## src/hdl/integer_text_parser_defines.svh

```systemverilog
// Assertion macros for the integer text parser.
// Included by the top level; expects aclk and aresetn in scope.
`ifndef INTEGER_TEXT_PARSER_DEFINES_SVH
`define INTEGER_TEXT_PARSER_DEFINES_SVH

// Expression must hold at every clock edge outside reset.
`define ITP_ASSERT_ALWAYS(lbl, expr) \
    lbl: assert property (@(posedge aclk) disable iff (!aresetn) (expr)) \
        else $error("itp assertion failed");

// Antecedent in this cycle implies consequent in the next one.
`define ITP_ASSERT_NEXT(lbl, ante, cons) \
    lbl: assert property (@(posedge aclk) disable iff (!aresetn) (ante) |=> (cons)) \
        else $error("itp assertion failed");

`endif

```

## src/hdl/itp_pkg.sv

```systemverilog
// Shared types and constants for the integer text parser.
// No dependencies; imported by every module of the block.
package itp_pkg;

    localparam int COUNT_WIDTH = 16;
    localparam int VALUE_WIDTH = 64;
    localparam int BASE_W      = 6;
    localparam int DIGIT_W     = 6;
    localparam int OUT_VALUE_W = 64;
    localparam int OUT_COUNT_W = 16;
    localparam int STATUS_W    = 2;

    localparam int Q_DEPTH  = 4;
    localparam int QPTR_W   = $clog2(Q_DEPTH);
    localparam int QCNT_W   = $clog2(Q_DEPTH + 1);

    localparam logic [STATUS_W-1:0] ST_OK      = 2'd0;
    localparam logic [STATUS_W-1:0] ST_RANGE   = 2'd1;
    localparam logic [STATUS_W-1:0] ST_BADBASE = 2'd2;

    localparam int CFG_IDX_W = 4;
    localparam logic [CFG_IDX_W-1:0] REG_NUMBER_BASE = 4'd0;
    localparam logic [CFG_IDX_W-1:0] REG_SIGNED_MODE = 4'd1;

    localparam logic [BASE_W-1:0]  BASE_RESET = 6'd10;
    localparam logic [BASE_W-1:0]  BASE_MAX   = 6'd36;
    localparam logic [DIGIT_W-1:0] NO_DIGIT   = 6'd36;

    localparam logic [VALUE_WIDTH-1:0] VALUE_UMAX = {VALUE_WIDTH{1'b1}};
    localparam logic [VALUE_WIDTH-1:0] VALUE_SMAX = {1'b0, {(VALUE_WIDTH-1){1'b1}}};
    localparam logic [VALUE_WIDTH-1:0] VALUE_SMIN = {1'b1, {(VALUE_WIDTH-1){1'b0}}};
    localparam logic [COUNT_WIDTH-1:0] COUNT_MAX  = {COUNT_WIDTH{1'b1}};

    // One classified character word.
    typedef struct packed {
        logic               first;
        logic               is_space;
        logic               is_plus;
        logic               is_minus;
        logic               is_zero;
        logic               is_x;
        logic [DIGIT_W-1:0] digit;
    } item_t;

    typedef struct packed {
        logic [BASE_W-1:0] number_base;
        logic              signed_mode;
    } cfg_t;

    typedef struct packed {
        logic [QCNT_W-1:0] count;
        logic              full;
    } q_stat_t;

    typedef struct packed {
        logic [STATUS_W-1:0]    status;
        logic [OUT_COUNT_W-1:0] count;
        logic [OUT_VALUE_W-1:0] value;
    } result_t;

endpackage

```

## src/hdl/integer_text_parser.sv

```systemverilog
// Top level of the streaming text-to-integer parser.
// Depends on itp_pkg, itp_front, itp_queue, itp_back and the assertion macros.
//
//  channel  direction  handshake              payload
//  s_       in         s_tvalid / s_tready    s_tdata: text_char; s_tuser: first_char
//  m_       out        m_tvalid / m_tready    m_tdata: parsed_value, chars_consumed,
//                                             parse_status
//  cfg_     in         cfg_valid / cfg_ready  cfg_index, cfg_data
//
// One character word per clock while the m_ side takes results; a result is written to
// the result register when its terminating word leaves the queue, and m_tvalid comes
// from that register. The radix multiply-add in the back end is combinational.
// Reset is synchronous (aresetn low); no clearing pass, config resets to base 10,
// signed mode. A stalled m_ side fills the 4-word queue, then drops s_tready.
// Words that give no result still drain while a result waits.
`include "integer_text_parser_defines.svh"

module integer_text_parser import itp_pkg::*; (
    input  logic        aclk,
    input  logic        aresetn,
    input  logic        s_tvalid,
    output logic        s_tready,
    input  logic [7:0]  s_tdata,   // [7:0] text_char
    input  logic [0:0]  s_tuser,   // [0] first_char
    output logic        m_tvalid,
    input  logic        m_tready,
    output logic [87:0] m_tdata,   // [63:0] parsed_value, [79:64] chars_consumed,
                                   // [81:80] parse_status, [87:82] zero
    input  logic        cfg_valid,
    output logic        cfg_ready,
    input  logic [CFG_IDX_W-1:0] cfg_index,
    input  logic [BASE_W-1:0]    cfg_data
);

    localparam int M_PAD = 88 - (OUT_VALUE_W + OUT_COUNT_W + STATUS_W);

    // Configuration registers; the user must write them only while the parser is idle (not enforced here).
    logic [BASE_W-1:0] number_base_reg;
    logic              signed_mode_reg;
    cfg_t              cfg;

    item_t   push_item, head_item;
    logic    q_push, q_ready, q_pop, head_valid;
    q_stat_t q_stat;
    result_t res;

    assign cfg_ready       = 1'b1;
    assign cfg.number_base = number_base_reg;
    assign cfg.signed_mode = signed_mode_reg;

    always_ff @(posedge aclk) begin
        if (!aresetn) begin
            number_base_reg <= BASE_RESET;
            signed_mode_reg <= 1'b1;
        end else if (cfg_valid) begin
            case (cfg_index)
                REG_NUMBER_BASE: number_base_reg <= cfg_data;
                REG_SIGNED_MODE: signed_mode_reg <= cfg_data[0];
                default: ;  // writes beyond the register list are dropped
            endcase
        end
    end

    // Front end: classify each character word into the queue.
    itp_front u_front (
        .s_tvalid (s_tvalid),
        .s_tready (s_tready),
        .s_tdata  (s_tdata),
        .s_tuser  (s_tuser),
        .q_ready  (q_ready),
        .q_push   (q_push),
        .q_item   (push_item)
    );

    itp_queue u_queue (
        .aclk       (aclk),
        .aresetn    (aresetn),
        .push       (q_push),
        .push_item  (push_item),
        .push_ready (q_ready),
        .pop        (q_pop),
        .head_valid (head_valid),
        .head_item  (head_item),
        .stat       (q_stat)
    );

    // Back end: parse sequencer and result register.
    itp_back u_back (
        .aclk       (aclk),
        .aresetn    (aresetn),
        .cfg        (cfg),
        .head_valid (head_valid),
        .head_item  (head_item),
        .pop        (q_pop),
        .m_tvalid   (m_tvalid),
        .m_tready   (m_tready),
        .m_res      (res)
    );

    assign m_tdata = {{M_PAD{1'b0}}, res.status, res.count, res.value};

    // Queue never holds more than its depth, and input stalls only when it is full.
    `ITP_ASSERT_ALWAYS(a_q_bound, q_stat.count <= QCNT_W'(Q_DEPTH))
    `ITP_ASSERT_ALWAYS(a_ready_full, s_tready == !q_stat.full)
    // A push without a pop grows the queue by one word.
    `ITP_ASSERT_NEXT(a_q_grow, q_push && !q_pop, q_stat.count == $past(q_stat.count) + 1'b1)
    // Invalid-base results report no consumed characters.
    `ITP_ASSERT_ALWAYS(a_badbase_count, !(m_tvalid && res.status == ST_BADBASE) || res.count == '0)

endmodule

```

## src/hdl/itp_front.sv

```systemverilog
// Front end: takes character words and classifies them for the parser.
// Depends on itp_pkg.
module itp_front import itp_pkg::*; (
    input  logic       s_tvalid,
    output logic       s_tready,
    input  logic [7:0] s_tdata,
    input  logic [0:0] s_tuser,
    input  logic       q_ready,
    output logic       q_push,
    output item_t      q_item
);

    localparam logic [7:0] CH_TAB   = 8'h09;
    localparam logic [7:0] CH_CR    = 8'h0d;
    localparam logic [7:0] CH_SPACE = 8'h20;
    localparam logic [7:0] CH_PLUS  = 8'h2b;
    localparam logic [7:0] CH_MINUS = 8'h2d;
    localparam logic [7:0] CH_0     = 8'h30;
    localparam logic [7:0] CH_9     = 8'h39;
    localparam logic [7:0] CH_UA    = 8'h41;
    localparam logic [7:0] CH_UZ    = 8'h5a;
    localparam logic [7:0] CH_UX    = 8'h58;
    localparam logic [7:0] CH_LA    = 8'h61;
    localparam logic [7:0] CH_LZ    = 8'h7a;
    localparam logic [7:0] CH_LX    = 8'h78;
    localparam logic [7:0] LETTER_OFS = 8'd10;

    logic [7:0] c;
    logic [7:0] dtmp;

    assign c        = s_tdata;
    assign s_tready = q_ready;
    assign q_push   = s_tvalid && q_ready;

    always_comb begin
        dtmp = 8'd0;
        q_item.digit = NO_DIGIT;
        if (c >= CH_0 && c <= CH_9) begin
            dtmp = c - CH_0;
            q_item.digit = dtmp[DIGIT_W-1:0];
        end else if (c >= CH_LA && c <= CH_LZ) begin
            dtmp = c - CH_LA + LETTER_OFS;
            q_item.digit = dtmp[DIGIT_W-1:0];
        end else if (c >= CH_UA && c <= CH_UZ) begin
            dtmp = c - CH_UA + LETTER_OFS;
            q_item.digit = dtmp[DIGIT_W-1:0];
        end
        q_item.first    = s_tuser[0];
        q_item.is_space = (c == CH_SPACE) || (c >= CH_TAB && c <= CH_CR);
        q_item.is_plus  = (c == CH_PLUS);
        q_item.is_minus = (c == CH_MINUS);
        q_item.is_zero  = (c == CH_0);
        q_item.is_x     = (c == CH_LX) || (c == CH_UX);
    end

endmodule

```

## src/hdl/itp_queue.sv

```systemverilog
// Short word queue between front end and parser back end.
// Depends on itp_pkg.
module itp_queue import itp_pkg::*; (
    input  logic    aclk,
    input  logic    aresetn,
    input  logic    push,
    input  item_t   push_item,
    output logic    push_ready,
    input  logic    pop,
    output logic    head_valid,
    output item_t   head_item,
    output q_stat_t stat
);

    item_t             mem_reg [Q_DEPTH];
    logic [QPTR_W-1:0] wr_ptr_reg, wr_ptr_next;
    logic [QPTR_W-1:0] rd_ptr_reg, rd_ptr_next;
    logic [QCNT_W-1:0] count_reg, count_next;
    logic              do_push, do_pop;

    assign push_ready = (count_reg != QCNT_W'(Q_DEPTH));
    assign head_valid = (count_reg != '0);
    assign head_item  = mem_reg[rd_ptr_reg];
    assign do_push    = push && push_ready;
    assign do_pop     = pop && head_valid;
    assign stat.count = count_reg;
    assign stat.full  = !push_ready;

    always_comb begin
        wr_ptr_next = do_push ? wr_ptr_reg + 1'b1 : wr_ptr_reg;
        rd_ptr_next = do_pop  ? rd_ptr_reg + 1'b1 : rd_ptr_reg;
        count_next  = count_reg;
        if (do_push && !do_pop) begin
            count_next = count_reg + 1'b1;
        end else if (do_pop && !do_push) begin
            count_next = count_reg - 1'b1;
        end
    end

    always_ff @(posedge aclk) begin
        if (!aresetn) begin
            wr_ptr_reg <= '0;
            rd_ptr_reg <= '0;
            count_reg  <= '0;
        end else begin
            wr_ptr_reg <= wr_ptr_next;
            rd_ptr_reg <= rd_ptr_next;
            count_reg  <= count_next;
        end
    end

    always_ff @(posedge aclk) begin
        if (do_push) begin
            mem_reg[wr_ptr_reg] <= push_item;
        end
    end

endmodule

```

## src/hdl/itp_back.sv

```systemverilog
// Back end: parse sequencer, radix multiply-add and result register.
// Depends on itp_pkg.
module itp_back import itp_pkg::*; (
    input  logic    aclk,
    input  logic    aresetn,
    input  cfg_t    cfg,
    input  logic    head_valid,
    input  item_t   head_item,
    output logic    pop,
    output logic    m_tvalid,
    input  logic    m_tready,
    output result_t m_res
);

    localparam logic [2:0] PH_DONE  = 3'd0;
    localparam logic [2:0] PH_LEAD  = 3'd1;
    localparam logic [2:0] PH_BASE  = 3'd2;
    localparam logic [2:0] PH_ZERO  = 3'd3;
    localparam logic [2:0] PH_HEX0  = 3'd4;
    localparam logic [2:0] PH_HEXX  = 3'd5;
    localparam logic [2:0] PH_DIGIT = 3'd6;

    localparam int PW = VALUE_WIDTH + BASE_W;
    localparam logic [BASE_W-1:0] BASE_AUTO = 6'd0;
    localparam logic [BASE_W-1:0] BASE_ONE  = 6'd1;
    localparam logic [BASE_W-1:0] BASE_TWO  = 6'd2;
    localparam logic [BASE_W-1:0] BASE_OCT  = 6'd8;
    localparam logic [BASE_W-1:0] BASE_DEC  = 6'd10;
    localparam logic [BASE_W-1:0] BASE_HEX  = 6'd16;

    logic [2:0]             phase_reg, phase_next;
    logic [BASE_W-1:0]      base_reg, base_next;
    logic                   neg_reg, neg_next;
    logic [VALUE_WIDTH-1:0] acc_reg, acc_next;
    logic                   ovf_reg, ovf_next;
    logic [COUNT_WIDTH-1:0] cnt_reg, cnt_next;

    logic    out_valid_reg, out_valid_next;
    result_t out_reg, out_next;

    logic emit;
    logic slot_free;
    logic fire;

    assign slot_free = !out_valid_reg || m_tready;
    assign fire      = head_valid && (!emit || slot_free);
    assign pop       = fire;
    assign m_tvalid  = out_valid_reg;
    assign m_res     = out_reg;

    always_comb begin : seq
        logic [2:0]             ph;
        logic [BASE_W-1:0]      b;
        logic                   ng;
        logic [VALUE_WIDTH-1:0] acc;
        logic                   ovf;
        logic [COUNT_WIDTH-1:0] cnt;
        logic                   active;
        logic                   held;
        logic                   consume;
        logic [VALUE_WIDTH-1:0] ev;
        logic [COUNT_WIDTH-1:0] ec;
        logic [STATUS_W-1:0]    es;
        logic [PW-1:0]          prod;
        logic [PW-1:0]          lim;
        logic                   neg_f;

        ph      = phase_reg;
        b       = base_reg;
        ng      = neg_reg;
        acc     = acc_reg;
        ovf     = ovf_reg;
        cnt     = cnt_reg;
        held    = 1'b0;
        consume = 1'b0;
        emit    = 1'b0;
        ev      = '0;
        ec      = '0;
        es      = ST_OK;
        prod    = '0;
        lim     = '0;
        neg_f   = 1'b0;

        if (head_item.first) begin
            b      = cfg.number_base;
            ng     = 1'b0;
            acc    = '0;
            ovf    = 1'b0;
            cnt    = '0;
            active = 1'b1;
            if (b == BASE_ONE || b > BASE_MAX) begin
                emit = 1'b1;
                held = 1'b1;
                ph   = PH_DONE;
                ev   = cfg.signed_mode ? VALUE_SMAX : VALUE_UMAX;
                es   = ST_BADBASE;
            end else begin
                ph = PH_LEAD;
            end
        end else begin
            active = (ph != PH_DONE);
        end

        // Phases only move forward, so one ordered pass covers fall-through.
        if (active && !held && ph == PH_LEAD) begin
            if (head_item.is_space) begin
                consume = 1'b1;
                held    = 1'b1;
            end else begin
                ph = PH_BASE;
                if (cfg.signed_mode && (head_item.is_plus || head_item.is_minus)) begin
                    ng      = head_item.is_minus;
                    consume = 1'b1;
                    held    = 1'b1;
                end
            end
        end
        if (active && !held && ph == PH_BASE) begin
            if (b == BASE_AUTO) begin
                if (head_item.is_zero) begin
                    consume = 1'b1;
                    held    = 1'b1;
                    ph      = PH_ZERO;
                end else begin
                    b  = BASE_DEC;
                    ph = PH_DIGIT;
                end
            end else begin
                ph = (b == BASE_HEX) ? PH_HEX0 : PH_DIGIT;
            end
        end
        if (active && !held && ph == PH_ZERO) begin
            if (head_item.is_x) begin
                consume = 1'b1;
                held    = 1'b1;
                b       = BASE_HEX;
                ph      = PH_HEX0;
            end else begin
                b  = BASE_OCT;
                ph = PH_DIGIT;
            end
        end
        if (active && !held && ph == PH_HEX0) begin
            ph = PH_DIGIT;
            if (head_item.is_zero) begin
                consume = 1'b1;
                held    = 1'b1;
                ph      = PH_HEXX;
            end
        end
        if (active && !held && ph == PH_HEXX) begin
            ph = PH_DIGIT;
            if (head_item.is_x) begin
                consume = 1'b1;
                held    = 1'b1;
            end
        end
        if (active && !held && ph == PH_DIGIT) begin
            if (b < BASE_TWO || head_item.digit >= b) begin
                // End of number: saturate or apply the sign.
                emit  = 1'b1;
                ph    = PH_DONE;
                ec    = cnt;
                neg_f = cfg.signed_mode && ng;
                if (ovf) begin
                    es = ST_RANGE;
                    ev = !cfg.signed_mode ? VALUE_UMAX : (neg_f ? VALUE_SMIN : VALUE_SMAX);
                end else begin
                    es = ST_OK;
                    ev = neg_f ? (~acc + 1'b1) : acc;
                end
            end else begin
                // Range check on the unwrapped product: acc*b + d > limit.
                prod = PW'(acc) * PW'(b) + PW'(head_item.digit);
                if (!cfg.signed_mode) begin
                    lim = PW'(VALUE_UMAX);
                end else begin
                    lim = ng ? PW'(VALUE_SMIN) : PW'(VALUE_SMAX);
                end
                if (!ovf && prod > lim) begin
                    ovf = 1'b1;
                end
                acc     = prod[VALUE_WIDTH-1:0];
                consume = 1'b1;
            end
        end

        if (consume && cnt != COUNT_MAX) begin
            cnt = cnt + 1'b1;
        end

        phase_next = ph;
        base_next  = b;
        neg_next   = ng;
        acc_next   = acc;
        ovf_next   = ovf;
        cnt_next   = cnt;

        out_next.value  = OUT_VALUE_W'(ev);
        out_next.count  = OUT_COUNT_W'(ec);
        out_next.status = es;
    end

    always_comb begin
        if (fire && emit) begin
            out_valid_next = 1'b1;
        end else if (m_tready) begin
            out_valid_next = 1'b0;
        end else begin
            out_valid_next = out_valid_reg;
        end
    end

    always_ff @(posedge aclk) begin
        if (!aresetn) begin
            phase_reg     <= PH_DONE;
            base_reg      <= '0;
            neg_reg       <= 1'b0;
            acc_reg       <= '0;
            ovf_reg       <= 1'b0;
            cnt_reg       <= '0;
            out_valid_reg <= 1'b0;
        end else begin
            if (fire) begin
                phase_reg <= phase_next;
                base_reg  <= base_next;
                neg_reg   <= neg_next;
                acc_reg   <= acc_next;
                ovf_reg   <= ovf_next;
                cnt_reg   <= cnt_next;
            end
            out_valid_reg <= out_valid_next;
        end
    end

    always_ff @(posedge aclk) begin
        if (fire && emit) begin
            out_reg <= out_next;
        end
    end

endmodule
```

## config.mk

```make
export PLATFORM = sky130hd
export DESIGN_NAME = integer_text_parser
export DESIGN_NICKNAME = d
export VERILOG_FILES = /design/src/hdl/itp_pkg.sv /design/src/hdl/integer_text_parser.sv /design/src/hdl/itp_front.sv /design/src/hdl/itp_queue.sv /design/src/hdl/itp_back.sv
export VERILOG_INCLUDE_DIRS = /design/src /design/src/hdl
export SDC_FILE = /design/constraint.sdc
export NUM_CORES = 2
export LEC_CHECK = 0
export BUFFER_PORTS_ARGS = -buffer_cell sky130_fd_sc_hd__buf_2
export CAP_MARGIN = 25
export CORE_ASPECT_RATIO = 0.9
export CORE_MARGIN = 4
export CORE_UTILIZATION = 45
export CTS_BUF_LIST = sky130_fd_sc_hd__clkbuf_4 sky130_fd_sc_hd__clkbuf_8
export DETAILED_ROUTE_END_ITERATION = 7
export HOLD_SLACK_MARGIN = 0.03
export PLACE_DENSITY = 0.62
export REMOVE_ABC_BUFFERS = 1
export SYNTH_ARGS = -nofsm -noshare
export SYNTH_HDL_FRONTEND = slang
export SYNTH_HIERARCHICAL = 1
export SYNTH_SLANG_ARGS = --single-unit
export TNS_END_PERCENT = 5
```

## constraint.sdc

```tcl
create_clock -name aclk -period 10.74 [get_ports aclk]
set_clock_uncertainty 0.1 [all_clocks]
set_input_delay 2.148 -clock aclk [delete_from_list [all_inputs] [get_ports aclk]]
set_output_delay 2.148 -clock aclk [all_outputs]
set_load 0.005 [all_outputs]
```

==> impl_metrics.tcl <==
set metrics [dict create \
    drt_iter0_drc 2060 \
    dieHeight_um 239 \
    synthCells 3080 \
    place_ws_ns 0.159 \
    slowest_stage "nor4_1" \
    io-pin-count 115 \
    htree_levels 2 \
    p_leak_nw 13.2 \
    rr_endpoint "u_back/ovf_reg$_SDFFE_PN0P_" \
    grt_max_degree 92 \
    initial_core_util 0.455 \
    syn_area_um2 26600 \
    cpPeakStageDelay_ns 0.82 \
    fin_cells 3920 \
    synth.distinct_cells 110 \
    setup_viol 0 \
    synth_area_leaders "fa_1 19%, edfxtp_1 15%, ha_1 11%" \
    synth_top_area_frac 0.191 \
    clock-root-buffer "clkbuf_8" \
    synth-warning-count 6 \
    hold_depth 2 \
    ant_nets 0 \
    clock-sinks 238 \
    maxSlewHeadroom 0.340 \
    grt_overflow_total 0 \
    synth-seq-area-share 0.228 \
    postSynth.asyncResetShare 0 \
    grt_pass1_wl_um 130000 \
    critPathKind "flip-flop to flip-flop" \
    hold-path-endpoint "u_back/cnt_reg[1]$_SDFFE_PN0P_" \
    outcome "complete, no violations" \
    insertedDiodeCount 0 \
    layout-drive-gt1-share 0.0960 \
    worstHoldPathType "flip-flop to flip-flop" \
    clk_latency_ns 0.66 \
    hold_violations 0 \
    synth_most_common_cell "nor2_1" \
    hold_buffers 0 \
    cts_tree "built" \
    worst_ep_arrival_time_ns 10.49 \
    top_layer_used "met4" \
    fin_setup_tns_ns 0 \
    clkTransAtPathRegs_ns 0.07 \
    core_um2 58400 \
    synth-seq-cells 238 \
    drv_cap 0 \
    final-max-slew-violation-count 0 \
    power_density_nw_per_um2 124 \
    worstPathRequired_ns 11.14 \
    syn_area_per_cell_um2 8.63 \
    startpoint_type "flip-flop" \
    min_period_ns 10.08 \
    std_cell_rows 84 \
    gp_congestion 1.01 \
    finalWorstSetupSlack_ns 0.656 \
    grt_pass1_vias 23200 \
    fin_nets 3616 \
    grt_usage 0.257 \
    port-buffer-count 107 \
    irDropWorstVdd_mv 0.130 \
    clockBufferDepth 3 \
    finalWirelength_um 82000 \
    num_vias 23100 \
    met1_length_um 36400 \
    ff2ff_path_depth 37 \
    yosys_most_used_dff "edfxtp_1" \
    tightest_slew_ns 0.986 \
    synth_common_cells "454 x nor2_1, 337 x nand2_1, 253 x fa_1" \
    cts_buffers 46 \
    synth_edf_count 130 \
    path_max_fanout 30 \
    crit_path_end_kind "flip-flop" \
    die-area_um2 63000 \
    met2_length_um 36200 \
    finalPower_mw 3.58 \
    hpwl_um 61300 \
    maxClockFrequency_mhz 99.2 \
    nFillCells 5604 \
    fin_crit_sh 0.939 \
    wire_per_inst_um 20.9 \
    viasPerCell 5.88 \
    worstHoldStart "u_back/cnt_reg[1]$_SDFFE_PN0P_" \
    rrSetupSlack_ns 0.66 \
    area_growth_pct 8.84 \
    wl_met3_um 7400 \
    antenna_found_initial 2 \
    grt_setup_unrepaired "no" \
    largest_register_ffs 82 \
    synth_top_cell_by_area "fa_1" \
    firstDrtPassIters 6 \
    drc_errors 0 \
    dp.cells 3828 \
    die_w_um 264 \
]
power by group:
group          leakage, nW  internal [mW]  switching [mW]
clock                0.572          0.658           0.458
sequential            2.07           1.06          0.0523
combinational         10.6          0.384           0.966
total                 13.2           2.10            1.48
worst max-delay path, delay by kind of cell (launching register included):
| family | cells | cell delay [ns] |
|---|---|---|
| adders and majority gates | 6 | 2.66 |
| xor gates and xnor gates | 1 | 0.24 |
| muxes | 1 | 0.73 |
| buffers and inverters | 7 | 0.84 |
| AOI/OAI and AO/OA | 17 | 3.47 |
| DFF | 1 | 0.41 |
| and+or+nand+nor | 5 | 1.47 |
placed cells by master, fill, tap and decap left out, drive strengths merged, types with 16 or more instances in the layout:
cell | netlist | routed
a211oi | 17 | 17
a21o | 56 | 56
a21oi | 197 | 197
a22oi | 64 | 64
a31oi | 28 | 28
and2 | 38 | 38
buf | 43 | 154
clkbuf | 136 | 59
clkinv | 5 | 21
dfxtp | 108 | 108
edfxtp | 130 | 130
fa | 253 | 253
ha | 231 | 231
inv | 221 | 223
nand2 | 338 | 338
nand2b | 23 | 23
nand3 | 60 | 60
nand4 | 36 | 36
nor2 | 455 | 455
nor2b | 55 | 55
nor3 | 43 | 43
nor4 | 16 | 16
o21ai | 176 | 176
xnor2 | 67 | 67
xor2 | 35 | 35
logic make-up after synthesis:
group                      share of synthesized area
and+or+nand+nor                                0.193
DFF                                            0.228
adders and majority gates                      0.299
buffers and inverters                         0.0605
muxes                                         0.0206
xor gates and xnor gates                      0.0336
other                                       0.000282
AOI/OAI and AO/OA                              0.164
area by class of cell:
cell class                 instances  area [µm²]  area share
multi-input combinational       2442       19000       0.657
sequential                       238        6070       0.210
tap                              774         968      0.0335
timing repair buffer             154         946      0.0327
inverter                         226         853      0.0295
clock buffer                      59         756      0.0261
clock inverter                    27         338      0.0117
worst max path at each step:
stage	startpoint	endpoint	slack [ns]	depth (start not counted)
2_1_floorplan	flip-flop	u_back/ovf_reg$_SDFFE_PN0P_	-2.42	34
3_3_place_gp	flip-flop	u_back/ovf_reg$_SDFFE_PN0P_	0.24	37
3_5_place_dp	flip-flop	u_back/ovf_reg$_SDFFE_PN0P_	0.16	36
4_1_cts	flip-flop	u_back/ovf_reg$_SDFFE_PN0P_	0.10	36
5_1_grt	flip-flop	u_back/ovf_reg$_SDFFE_PN0P_	0.03	38
6_report	flip-flop	u_back/ovf_reg$_SDFFE_PN0P_	0.66	37
stage by stage:
stage          hold WS (ns)   util  cell area [µm²]
6_report              0.367  0.495            28900
5_1_grt               0.407  0.495            28900
3_5_place_dp          0.372  0.475            27700
2_1_floorplan         0.345      -            25800
4_1_cts               0.380  0.493            28800
3_3_place_gp          0.356  0.475            27700
per-layer routing:
layer	up-vias	track usage
met5	-	0
li1	10700	-
met3	128	0.0575
met4	0	0.0735
met1	11300	0.364
met2	969	0.399
what timing repair did:
item                                    CTS  global route
endpoints found under the setup margin    0             1
resized for setup                         0            11
setup buffers                             0             4
Power figures use the tool's default switching activity.
